**config.mk**
```make
export PLATFORM = sky130hd
export DESIGN_NAME = page_frame_allocator
export DESIGN_NICKNAME = d
export VERILOG_FILES = /design/src/rtl/pfa_pkg.sv /design/src/rtl/pfa_ctrl.sv /design/src/rtl/pfa_dpath.sv /design/src/rtl/page_frame_allocator.sv
export SDC_FILE = /design/constraint.sdc
export NUM_CORES = 2
export LEC_CHECK = 0
export ABC_AREA = 1
export BUFFER_PORTS_ARGS = -buffer_cell sky130_fd_sc_hd__buf_4
export CORE_AREA = 3 3 333 335
export CTS_BUF_LIST = sky130_fd_sc_hd__clkbuf_16
export DETAILED_ROUTE_END_ITERATION = 6
export DIE_AREA = 0 0 336 338
export GPL_ROUTABILITY_DRIVEN = 0
export HOLD_SLACK_MARGIN = 0.06
export PLACE_DENSITY = 0.69
export SYNTH_ARGS = -nofsm -noshare
export SYNTH_HDL_FRONTEND = slang
export SYNTH_SLANG_ARGS = --single-unit
export TNS_END_PERCENT = 100
```
**constraint.sdc**
```tcl
create_clock -name clock -period 6.1 [get_ports clock]
set_input_delay 0.305 -clock clock [delete_from_list [all_inputs] [get_ports clock]]
set_output_delay 0.305 -clock clock [all_outputs]
set_load 0.005 [all_outputs]
```
**src/rtl/pfa_pkg.sv**
```systemverilog
`default_nettype none
package pfa_pkg;

   // Managed pages and the longest run one allocate word may ask for
   localparam int PAGES   = 1024;
   localparam int MAX_RUN = 64;

   // Field widths
   localparam int FRAME_W = 20;
   localparam int RSV_W   = 11;
   localparam int COUNT_W = 7;

   // Bitmap organization: 32 page bits per memory row
   localparam int WORD_W  = 32;
   localparam int WORDS   = PAGES / WORD_W;
   localparam int IDX_W   = $clog2(PAGES);
   localparam int BIT_W   = $clog2(WORD_W);
   localparam int WADDR_W = $clog2(WORDS);
   localparam int CMP_W   = (IDX_W > RSV_W) ? IDX_W : RSV_W;

   typedef enum logic [1:0] {
      ST_OK       = 2'd0,
      ST_NO_SPACE = 2'd1,
      ST_BAD_ADDR = 2'd2
   } status_type;

   typedef enum logic {
      CMD_ALLOC = 1'b0,
      CMD_FREE  = 1'b1
   } command_type;

   typedef enum logic {
      CSR_BASE_PAGE      = 1'b0,
      CSR_RESERVED_PAGES = 1'b1
   } csr_index_type;

   typedef enum logic [2:0] {
      S_IDLE,
      S_CHECK,
      S_FREE_RD,
      S_FREE_WR,
      S_LOAD,
      S_WAIT,
      S_PICK
   } state_type;

   // Controller to datapath
   typedef struct packed {
      logic       latch;
      logic       set_free_addr;
      logic       rd_issue;
      logic       load_work;
      logic       take;
      logic       wr_back;
      logic       wr_free;
      logic       word_next;
      logic       scan_reset;
      logic       emit_page;
      logic       emit_single;
      status_type emit_status;
   } ctrl_cmd_type;

   // Datapath to controller
   typedef struct packed {
      logic is_free;
      logic free_bad;
      logic count_zero;
      logic count_over;
      logic free_any;
      logic run_done;
      logic last_word;
   } dp_status_type;

endpackage
`default_nettype wire

```
**src/rtl/pfa_ctrl.sv**
```systemverilog
`default_nettype none
module pfa_ctrl (
   input  wire                  clock,
   input  wire                  reset,
   input  wire                  start,
   output logic                 busy,
   input  pfa_pkg::dp_status_type st,
   output pfa_pkg::ctrl_cmd_type  cmd
);
   import pfa_pkg::*;

   state_type state_ff, state_in;
   logic      commit_ff, commit_in;

   // State and pass registers
   always_ff @(posedge clock) begin
      if (reset) begin
         state_ff  <= S_IDLE;
         commit_ff <= 1'b0;
      end else begin
         state_ff  <= state_in;
         commit_ff <= commit_in;
      end
   end

   // Next state and datapath commands
   always_comb begin
      state_in        = state_ff;
      commit_in       = commit_ff;
      cmd             = '0;
      cmd.emit_status = ST_OK;
      busy            = 1'b1;
      unique case (state_ff)
         S_IDLE: begin
            busy = 1'b0;
            if (start) begin
               cmd.latch = 1'b1;
               state_in  = S_CHECK;
            end
         end
         S_CHECK: begin
            if (st.is_free) begin
               if (st.free_bad) begin
                  cmd.emit_single = 1'b1;
                  cmd.emit_status = ST_BAD_ADDR;
                  state_in        = S_IDLE;
               end else begin
                  cmd.set_free_addr = 1'b1;
                  state_in          = S_FREE_RD;
               end
            end else begin
               priority if (st.count_zero) begin
                  cmd.emit_single = 1'b1;
                  cmd.emit_status = ST_OK;
                  state_in        = S_IDLE;
               end else if (st.count_over) begin
                  cmd.emit_single = 1'b1;
                  cmd.emit_status = ST_NO_SPACE;
                  state_in        = S_IDLE;
               end else begin
                  cmd.scan_reset = 1'b1;
                  commit_in      = 1'b0;
                  state_in       = S_LOAD;
               end
            end
         end
         S_FREE_RD: begin
            cmd.rd_issue = 1'b1;
            state_in     = S_FREE_WR;
         end
         S_FREE_WR: begin
            cmd.wr_free     = 1'b1;
            cmd.emit_single = 1'b1;
            cmd.emit_status = ST_OK;
            state_in        = S_IDLE;
         end
         S_LOAD: begin
            cmd.rd_issue = 1'b1;
            state_in     = S_WAIT;
         end
         S_WAIT: begin
            cmd.load_work = 1'b1;
            state_in      = S_PICK;
         end
         S_PICK: begin
            if (st.free_any) begin
               // Take the lowest free page of the row
               cmd.take      = 1'b1;
               cmd.emit_page = commit_ff;
               if (st.run_done) begin
                  if (commit_ff) begin
                     cmd.wr_back = 1'b1;
                     state_in    = S_IDLE;
                  end else begin
                     // Enough pages seen: restart from row zero and commit
                     cmd.scan_reset = 1'b1;
                     commit_in      = 1'b1;
                     state_in       = S_LOAD;
                  end
               end
            end else begin
               cmd.wr_back = commit_ff;
               if (st.last_word) begin
                  cmd.emit_single = 1'b1;
                  cmd.emit_status = ST_NO_SPACE;
                  state_in        = S_IDLE;
               end else begin
                  cmd.word_next = 1'b1;
                  state_in      = S_LOAD;
               end
            end
         end
         default: state_in = S_IDLE;
      endcase
   end

endmodule
`default_nettype wire

```
**src/rtl/pfa_dpath.sv**
```systemverilog
`default_nettype none
module pfa_dpath (
   input  wire                          clock,
   input  wire                          reset,
   input  wire                          req_command,
   input  wire [pfa_pkg::COUNT_W-1:0]   req_page_count,
   input  wire [pfa_pkg::FRAME_W-1:0]   req_frame_in,
   input  wire                          csr_we,
   input  wire                          csr_index,
   input  wire [pfa_pkg::FRAME_W-1:0]   csr_data,
   input  pfa_pkg::ctrl_cmd_type        cmd,
   output pfa_pkg::dp_status_type       st,
   output logic                         rsp_strobe,
   output logic [pfa_pkg::FRAME_W-1:0]  rsp_frame_out,
   output logic                         rsp_page_valid,
   output logic [1:0]                   rsp_status,
   output logic                         rsp_last
);
   import pfa_pkg::*;

   // Page index of a bit within a row
   function automatic logic [IDX_W-1:0] page_index(input logic [WADDR_W-1:0] row,
                                                   input logic [BIT_W-1:0] bitpos);
      page_index = (IDX_W'(row) << BIT_W) | IDX_W'(bitpos);
   endfunction

   // Configuration
   logic [FRAME_W-1:0]   base_ff;
   logic [RSV_W-1:0]     rsv_ff;

   // Latched request word
   logic                 cmd_ff;
   logic [COUNT_W-1:0]   count_ff;
   logic [FRAME_W-1:0]   frame_ff;

   // Scan state
   logic [WADDR_W-1:0]   word_addr_ff;
   logic [BIT_W-1:0]     bit_ff;
   logic [WORD_W-1:0]    work_ff;
   logic [COUNT_W-1:0]   found_ff;

   // Bitmap memory with per-row valid flags; an unwritten row reads as all free
   logic [WORD_W-1:0]    map_mem [WORDS];
   logic [WORDS-1:0]     word_valid_ff;
   logic [WORD_W-1:0]    rd_data_ff;
   logic                 rd_valid_ff;

   // Result registers
   logic                 rsp_strobe_ff;
   logic [FRAME_W-1:0]   rsp_frame_ff;
   logic                 rsp_valid_ff;
   status_type           rsp_status_ff;
   logic                 rsp_last_ff;

   logic [WORD_W-1:0]    eff_word;
   logic [WORD_W-1:0]    rsv_mask;
   logic [WORD_W-1:0]    free_mask;
   logic [BIT_W-1:0]     pick_bit;
   logic [WORD_W-1:0]    pick_mask;
   logic [FRAME_W-1:0]   free_idx;
   logic                 wr_en;
   logic [WORD_W-1:0]    wr_data;
   logic [COUNT_W-1:0]   found_inc;

   assign eff_word = rd_valid_ff ? rd_data_ff : '0;

   // Reserved low pages look allocated
   always_comb begin
      for (int j = 0; j < WORD_W; j++) begin
         rsv_mask[j] = CMP_W'(page_index(word_addr_ff, BIT_W'(j))) < CMP_W'(rsv_ff);
      end
   end

   assign free_mask = ~work_ff & ~rsv_mask;

   // Lowest free bit of the working row
   always_comb begin
      pick_bit = '0;
      for (int j = WORD_W - 1; j >= 0; j--) begin
         if (free_mask[j]) begin
            pick_bit = BIT_W'(j);
         end
      end
   end

   assign pick_mask = WORD_W'(1) << pick_bit;
   assign found_inc = found_ff + COUNT_W'(1);
   assign free_idx  = frame_ff - base_ff;

   // Status to the controller
   assign st.is_free    = (cmd_ff == CMD_FREE);
   assign st.free_bad   = (frame_ff < base_ff)
                        || ({1'b0, free_idx} >= (FRAME_W + 1)'(PAGES))
                        || (free_idx < FRAME_W'(rsv_ff));
   assign st.count_zero = (count_ff == '0);
   assign st.count_over = (count_ff > COUNT_W'(MAX_RUN));
   assign st.free_any   = |free_mask;
   assign st.run_done   = (found_inc == count_ff);
   assign st.last_word  = (word_addr_ff == WADDR_W'(WORDS - 1));

   // Row write: clear one bit for a free, or write back the working row
   assign wr_en   = cmd.wr_back | cmd.wr_free;
   assign wr_data = cmd.wr_free ? (eff_word & ~(WORD_W'(1) << bit_ff))
                                : (work_ff | (cmd.take ? pick_mask : '0));

   // Memory array
   always_ff @(posedge clock) begin
      if (wr_en) begin
         map_mem[word_addr_ff] <= wr_data;
      end
      if (cmd.rd_issue) begin
         rd_data_ff  <= map_mem[word_addr_ff];
         rd_valid_ff <= word_valid_ff[word_addr_ff];
      end
   end

   // Control registers: configuration, row valid flags, result strobe
   always_ff @(posedge clock) begin
      if (reset) begin
         base_ff       <= '0;
         rsv_ff        <= '0;
         word_valid_ff <= '0;
         rsp_strobe_ff <= 1'b0;
      end else begin
         if (csr_we) begin
            unique case (csr_index_type'(csr_index))
               CSR_BASE_PAGE:      base_ff <= csr_data;
               CSR_RESERVED_PAGES: rsv_ff  <= csr_data[RSV_W-1:0];
               default:            base_ff <= base_ff;
            endcase
         end
         if (wr_en) begin
            word_valid_ff[word_addr_ff] <= 1'b1;
         end
         rsp_strobe_ff <= cmd.emit_page | cmd.emit_single;
      end
   end

   // Request latch and scan registers
   always_ff @(posedge clock) begin
      if (cmd.latch) begin
         cmd_ff   <= req_command;
         count_ff <= req_page_count;
         frame_ff <= req_frame_in;
      end
      priority if (cmd.scan_reset) begin
         word_addr_ff <= '0;
      end else if (cmd.word_next) begin
         word_addr_ff <= word_addr_ff + WADDR_W'(1);
      end else if (cmd.set_free_addr) begin
         word_addr_ff <= free_idx[IDX_W-1:BIT_W];
      end else begin
         word_addr_ff <= word_addr_ff;
      end
      if (cmd.set_free_addr) begin
         bit_ff <= free_idx[BIT_W-1:0];
      end
      priority if (cmd.scan_reset) begin
         found_ff <= '0;
      end else if (cmd.take) begin
         found_ff <= found_inc;
      end else begin
         found_ff <= found_ff;
      end
      priority if (cmd.load_work) begin
         work_ff <= eff_word;
      end else if (cmd.take) begin
         work_ff <= work_ff | pick_mask;
      end else begin
         work_ff <= work_ff;
      end
   end

   // Result payload
   always_ff @(posedge clock) begin
      priority if (cmd.emit_page) begin
         rsp_frame_ff  <= base_ff + FRAME_W'(page_index(word_addr_ff, pick_bit));
         rsp_valid_ff  <= 1'b1;
         rsp_status_ff <= ST_OK;
         rsp_last_ff   <= st.run_done;
      end else if (cmd.emit_single) begin
         rsp_frame_ff  <= '0;
         rsp_valid_ff  <= 1'b0;
         rsp_status_ff <= cmd.emit_status;
         rsp_last_ff   <= 1'b1;
      end else begin
         rsp_frame_ff  <= rsp_frame_ff;
         rsp_valid_ff  <= rsp_valid_ff;
         rsp_status_ff <= rsp_status_ff;
         rsp_last_ff   <= rsp_last_ff;
      end
   end

   assign rsp_strobe     = rsp_strobe_ff;
   assign rsp_frame_out  = rsp_frame_ff;
   assign rsp_page_valid = rsp_valid_ff;
   assign rsp_status     = rsp_status_ff;
   assign rsp_last       = rsp_last_ff;

endmodule
`default_nettype wire

```
**src/rtl/page_frame_allocator.sv**
```systemverilog
// Good free: decode, read the row, clear its bit and report. Bad free, zero or oversized
// allocate: reported from decode. Allocate: decode, a counting scan, then a commit scan
// from row zero (skipped when space runs short); a 32-page row is read, loaded, then picked
// for its free pages; results appear in the cycle after their pick, one per cycle in a row.
// One word at a time: busy drops as the last result is registered. Reset: synchronous;
// per-row valid flags free the whole map at once. The receiver cannot stall results.
`default_nettype none
module page_frame_allocator (
   input  wire                          clock,
   input  wire                          reset,
   input  wire                          start,
   output logic                         busy,
   input  wire                          req_command,
   input  wire [pfa_pkg::COUNT_W-1:0]   req_page_count,
   input  wire [pfa_pkg::FRAME_W-1:0]   req_frame_in,
   input  wire                          req_batch_end,
   output logic                         rsp_strobe,
   output logic [pfa_pkg::FRAME_W-1:0]  rsp_frame_out,
   output logic                         rsp_page_valid,
   output logic [1:0]                   rsp_status,
   output logic                         rsp_last,
   input  wire                          csr_we,
   input  wire                          csr_index,
   input  wire [pfa_pkg::FRAME_W-1:0]   csr_data
);
   import pfa_pkg::*;

   // req_batch_end is informational only and does not alter the map or results

   ctrl_cmd_type  cmd;
   dp_status_type st;

   pfa_ctrl u_ctrl (
      .clock (clock),
      .reset (reset),
      .start (start),
      .busy  (busy),
      .st    (st),
      .cmd   (cmd)
   );

   pfa_dpath u_dpath (
      .clock          (clock),
      .reset          (reset),
      .req_command    (req_command),
      .req_page_count (req_page_count),
      .req_frame_in   (req_frame_in),
      .csr_we         (csr_we),
      .csr_index      (csr_index),
      .csr_data       (csr_data),
      .cmd            (cmd),
      .st             (st),
      .rsp_strobe     (rsp_strobe),
      .rsp_frame_out  (rsp_frame_out),
      .rsp_page_valid (rsp_page_valid),
      .rsp_status     (rsp_status),
      .rsp_last       (rsp_last)
   );

endmodule
`default_nettype wire

```
== After elaboration in Yosys (flattened, before gate mapping) ==
Memory sizes are Yosys's and may differ from the RTL's. A register that Yosys moved wholly into a read port is not among the register bits.
Index checks and enable logic that the tools add are counted.

* Shifts and indexed selects: 2
* Eq/ne operators: 15
* Bitwise operators: 12
* Reduce and logical (&&, ||, !) cells: 15
* Magnitude comparators: 38
* Muxes and demuxes: 97
* Add/sub/neg operators: 4

{| class="wikitable"
|+ Operators by type and width
! cell !! count
|-
| $lt A10 B11 Y1 || 32
|-
| $mux W5 || 34
|-
| $mux W32 || 5
|-
| $not A32 Y32 || 3
|-
| $or A32 B32 Y32 || 3
|-
| $and A32 B32 Y32 || 2
|-
| $shl A1 B5 Y32 const A || 2
|-
| $mux W3 || 14
|-
| $mux W20 || 2
|-
| $mux W1 || 33
|-
| $reduce_or A32 Y1 || 1
|-
| $add A20 B10 Y20 || 1
|-
| $ge A20 B11 Y1 const B || 1
|-
| $lt A20 B11 Y1 || 1
|-
| $lt A20 B20 Y1 || 1
|-
| $sub A20 B20 Y20 || 1
|-
| $pmux W3 S6 || 1
|-
| $ne A2 B2 Y1 const B || 6
|-
| $or A10 B5 Y10 || 1
|-
| $eq A3 B3 Y1 const B || 3
|-
| $pmux W3 S3 || 1
|-
| $reduce_bool A2 Y1 || 4
|-
| $add A7 B1 Y7 const B || 1
|-
| $eq A7 B7 Y1 || 1
|-
| 21 further kinds || 29
|}

* Output and inout port bits: 26
* Input bits: 54
* RAM bits: 1,024
* Logic and storage cells: 202
* Bits in registers: 170
* Memories kept: 1

{| class="wikitable"
|+ Memories
! memory !! words !! bits a word !! rd ports !! clocked after memory_dff !! wr ports !! line !! RTL
|-
| u_dpath.map_mem || 32 || 32 || 1 || 1 || 1 || pfa_dpath.sv:43 || <nowiki>logic [WORD_W-1:0] map_mem [WORDS];</nowiki>
|}

== Depth between registers and ports, before layout ==
* Word-level depth: 39
* Gate-level depth with buffers: 61
* Mapped depth without buffers: 56

== Cells and area by module ==
A second synthesis with hierarchy kept.

* Cell total of the unflattened synthesis: 4,226
* Area, all modules: 50,743.7 µm²

{| class="wikitable"
|+ Modules (own cells, without submodules)
! module !! area each (µm²) !! instances !! sequential area each (µm²) !! cells each
|-
| pfa_dpath || 50,315.8 || 1 || 35,904.4 || 4,153
|-
| pfa_ctrl || 427.9 || 1 || 80.1 || 73
|}

== Worst setup path after synthesis ==
Ideal clock, no wire load.

* Kind: flip-flop to flip-flop
* From: register u_dpath.word_addr_ff[0]
* To: register u_dpath.rsp_frame_ff[19], in the netlist u_dpath.rsp_frame_out[19], data pin
* Data required time: 5.842 ns
* Setup time: 0.258 ns
* Path buffers: 5
* Setup slack: 0.196 ns
* Period minus slack after synthesis: 5.904 ns
* Stages on the path, launching flop included: 60
* Arrival: 5.645 ns
* Cell sequence: dfxtp_1 clkbuf_1 clkbuf_1 inv_2 clkbuf_1 clkbuf_1 clkbuf_1 ha_1 nand2_1 inv_1 nand2_1 nand2_1 a21oi_2 o21ai_0 nand2_1 nand2_1 nand2_1 nand2_1 [... 24 more ...] nand2_1 nand2_1 inv_1 ha_1 a21oi_1 nand2_1 nand2_2 o21ai_4 a21oi_2 or2_4 a21oi_4 nand2_1 nor2_2 nand2_2 nor2_4 nand4_1 o21ai_1 a21oi_1

* Cells in the longest elaborated chain, start to end: 38
* Elaborated cells between the ends (all ways): 72
* Classes of those cells: add/sub: 1; order compare: 32; mux: 35; bitwise: 3; reduce/logical: 1

{| class="wikitable"
|+ RTL lines
! item !! line !! RTL
|-
| from (decl) || pfa_dpath.sv:37 || <nowiki>logic [WADDR_W-1:0] word_addr_ff;</nowiki>
|-
| from (signal assigned) || pfa_dpath.sv:149 || <nowiki>word_addr_ff <= word_addr_ff + WADDR_W'(1);</nowiki>
|-
| from (signal assigned) || pfa_dpath.sv:151 || <nowiki>word_addr_ff <= free_idx[IDX_W-1:BIT_W];</nowiki>
|-
| from (signal assigned) || pfa_dpath.sv:153 || <nowiki>word_addr_ff <= word_addr_ff;</nowiki>
|-
| $lt A10 B11 Y1 || pfa_dpath.sv:70 || <nowiki>rsv_mask[j] = CMP_W'(page_index(word_addr_ff, BIT_W'(j))) < CMP_W'(rsv_ff);</nowiki>
|-
| $not A32 Y32 || pfa_dpath.sv:74 || <nowiki>assign free_mask = ~work_ff & ~rsv_mask;</nowiki>
|-
| $and A32 B32 Y32 || pfa_dpath.sv:74 ||
|-
| $mux W5 (32 in a row) || pfa_dpath.sv:80 || <nowiki>if (free_mask[j]) begin</nowiki>
|-
| $or A10 B5 Y10 || pfa_dpath.sv:24 || <nowiki>page_index = (IDX_W'(row) << BIT_W) | IDX_W'(bitpos);</nowiki>
|-
| $add A20 B10 Y20 || pfa_dpath.sv:177 || <nowiki>rsp_frame_ff <= base_ff + FRAME_W'(page_index(word_addr_ff, pick_bit));</nowiki>
|-
| $mux W20 (*) || pfa_dpath.sv:176 || <nowiki>priority if (cmd.emit_page) begin</nowiki>
|-
| to (signal assigned) || pfa_dpath.sv:177 ||
|-
| to (signal assigned) || pfa_dpath.sv:187 || <nowiki>rsp_frame_ff <= rsp_frame_ff;</nowiki>
|-
| to (decl) || pfa_dpath.sv:50 || <nowiki>logic [FRAME_W-1:0] rsp_frame_ff;</nowiki>
|}

Every way passes the cells marked *; elsewhere a longest branch is shown, timed or not.
A chain may end at the register's enable or synchronous reset.

== Worst setup path after layout ==
* From: register u_dpath.word_addr_ff[3]
* To: register u_dpath.rsp_frame_ff[19], in the netlist u_dpath.rsp_frame_out[19], data pin

The elaborated chain is that of the path after synthesis.

==> flow_metrics.tcl <==
set metrics [dict create \
    status "complete, no violations" \
    ant_nets 0 \
    track_usage_pct 24.5 \
    cp-start-kind "flop" \
    slew_headroom_pct 18.7 \
    synth_edf_count 1143 \
    cts_buffer_depth 3 \
    final-setup-viol-count 0 \
    ys_ff_latch 1226 \
    netlist_area_um2 50800 \
    end_kind "flop" \
    ys_types 54 \
    cap_violations 0 \
    cts.sink_count 1226 \
    ys_seq_area_share_pct 70.8 \
    max_clock_freq_mhz 182 \
    area_delta_synth_final_pct 13.7 \
    pwr_density_cell_nw_per_um2 320 \
    utilization_pct 53.3 \
    drv_slew 0 \
    cp_max_fo 12 \
    nets 4434 \
    antennaDiodeCount 0 \
    timing.final.crit_period_ns 5.49 \
    path_clk_slew_ns 0.06 \
    busiest_layer "met2" \
    p_leak_uw 0.0201 \
    reg2reg_to "u_dpath.rsp_frame_out[19]" \
    min_path_type "in2reg" \
    die_x_um 336 \
    crit_required_ns 6.56 \
    num_rows 121 \
    max_stage_delay_ns 0.53 \
    cts_tree "done" \
    io_buffers 78 \
    grtUsageMet3_pct 3.59 \
    io_pins 80 \
    worstMarginPinSlew_ns 1.22 \
    placedCellCount 5565 \
    synth_nets 4348 \
    vias 35147 \
    ir_drop_v 0.000246 \
    grt_overflow 0 \
    multi_input_area_um2 13500 \
    seq_area_um2 36000 \
    power_switching_uw 4570 \
    final_cell_mix "1143 x edfxtp_1, 692 x nor2_1, 614 x o21ai_0, 395 x nand2_1, 256 x o22ai_1" \
    skew_ns 0.0288 \
    synth_area_per_cell_um2 12.0 \
    fillers 8852 \
    gr-usage-met2_pct 39.0 \
    clock_power_share_pct 38.8 \
    synthCells 4241 \
    power.total_uw 18500 \
    drive_above_1_share_pct 9.72 \
    tns_ns 0 \
    finalCritPeriodShare_pct 90.0 \
    htree_levels 3 \
    crit_start "u_dpath.word_addr_ff[3]" \
    drt_iter0_drc 4790 \
    drtPass1Iterations 6 \
    place_hpwl_um 74100 \
    grt_max_degree 232 \
    antenna_found_initial 0 \
    start_util_pct 46.9 \
    crit_slowest_cell "ha_1" \
    vias_per_cell 6.02 \
    layout_commonest_cell "edfxtp_1" \
    r2r_slack_ns 0.61 \
    numCtsBuffers 118 \
    internal_power_uw 13900 \
    grt_pass1_vias 32719 \
    timing.rr.start "u_dpath.word_addr_ff[3]" \
    power_frac_seq_pct 50.4 \
    arrival_ns 5.94 \
    insertion_delay_ns 0.71 \
    crit_end "u_dpath.rsp_frame_out[19]" \
    die-area_um2 114000 \
    final_cell_count_no_fill 5838 \
    synthFlopType "edfxtp_1" \
    clock-root-buffer "clkbuf_16" \
    hold_viol_final 0 \
    core_um2 108000 \
    combPwrFrac_pct 10.8 \
    async_reset_ff_share_pct 0 \
    use_met1_pct 33.3 \
    post-route-drc-count 0 \
    r2r_cells 29 \
    grt_first_pass_wirelength_um 208000 \
    fp.dieH_um 338 \
    wl_per_cell_um 24.3 \
    cp_common_cell "nand2_1" \
    critical_path_class "reg2reg" \
    routed_wl_um 142000 \
    ys_warn_count 0 \
    swShare_pct 24.7 \
]
-- sequential cells by signal, indices dropped and copies added, names as in the netlist, 11 cells and up --
name and flops:
u_dpath.rsp_frame_out 20, u_dpath.map_mem 1024, u_dpath.rd_data_ff 32, u_dpath.base_ff 20
u_dpath.frame_ff 20, u_dpath.work_ff 32, u_dpath.word_valid_ff 32, u_dpath.rsv_ff 11
-- area by class of cell --
cell class	count	area share [%]
multi-input cells	2582	23.4
flip-flops and latches	1226	62.3
inverters	186	1.25
clock buffers	121	5.24
well taps	1414	3.06
clock inverters	96	1.32
repair buffers	213	3.41
-- power by group through the flow --
stage	combinational [uW]	sequential, uW	clock (uW)
after floorplan	1310	9470	0
after global placement	1850	9480	0
after detailed placement	1890	9490	0
after CTS	1930	9310	7240
after global routing	2200	9310	7600
final	2000	9310	7170
-- logic make-up (layout without fill, tap and decap cells) --
group / Yosys count / in the layout / synth area share, %
multiplexers: 1 / 1 / 0.0197
XOR/XNOR: 24 / 24 / 0.414
AND/OR/NAND/NOR: 1310 / 1310 / 10.4
buffers and inverters: 433 / 616 / 3.21
AO/OA/AOI/OAI: 1194 / 1194 / 13.8
adder cells (fa/ha/maj): 53 / 53 / 1.33
flip-flops: 1226 / 1226 / 70.8
-- worst min path at each step --
| stage | endpoint | from | cells after the start |
|---|---|---|---|
| floorplan | u_dpath.cmd_ff | req_command | 0 |
| global placement | u_dpath.rsp_page_valid | u_dpath.rsp_page_valid | 2 |
| detailed placement | u_dpath.rsp_page_valid | u_dpath.rsp_page_valid | 2 |
| CTS | u_dpath.frame_ff[8] | req_frame_in[8] | 2 |
| global route | u_dpath.count_ff[6] | req_page_count[6] | 2 |
| finish | u_dpath.frame_ff[10] | req_frame_in[10] | 2 |
-- layer usage --
metal | wire, um | up-vias
li1 | - | 15751
met5 | 0 | -
met1 | 55600 | 17043
met3 | 13700 | 388
met2 | 65400 | 1965
met4 | 6880 | 0
-- per-stage QoR --
step           hold WS [ns]  worst slack, ns  instance area (um^2)
2_1_floorplan         0.404            0.196                 50800
3_3_place_gp          0.443            0.574                 53400
3_5_place_dp          0.446            0.509                 53400
4_1_cts               0.287            0.464                 57700
5_1_grt               0.322         -0.00940                 57800
6_report              0.330            0.612                 57800
-- worst max-delay path, delay by kind of cell (launching register included) --
kind,cells,cell delay (ns)
compound gates,7,0.99
fa+ha+maj,2,0.85
buf+inv,5,0.77
flops,1,0.37
simple gates,15,2.25
-- repair_timing --
| action | CTS | global route |
|---|---|---|
| resized for setup | 0 | 11 |
| hold buffers | 53 | 0 |
| buffers inserted | 0 | 3 |
| setup endpoints to repair | 0 | 6 |
| hold endpoints to repair | 94 | 0 |
-- cell usage after synthesis, drive strengths merged (5+ instances only) --
cell,instances,area (um^2)
a211oi,7,52.6
a21oi,130,677
a221oi,64,567
a22o,60,526
a31oi,9,56.3
buf,14,53.8
clkbuf,233,875
dfxtp,83,1660
edfxtp,1143,34300
ha,51,638
inv,184,696
nand2,407,1560
nand3,80,405
nand4,56,350
nor2,734,2790
nor3,24,131
o211ai,12,90.1
o21a,5,37.5
o21ai,626,3170
o21bai,14,105
o22ai,256,1600
or2,5,33.8
xnor2,7,61.3
xor2,17,149
Note: power is estimated with default switching activity, not from simulation.
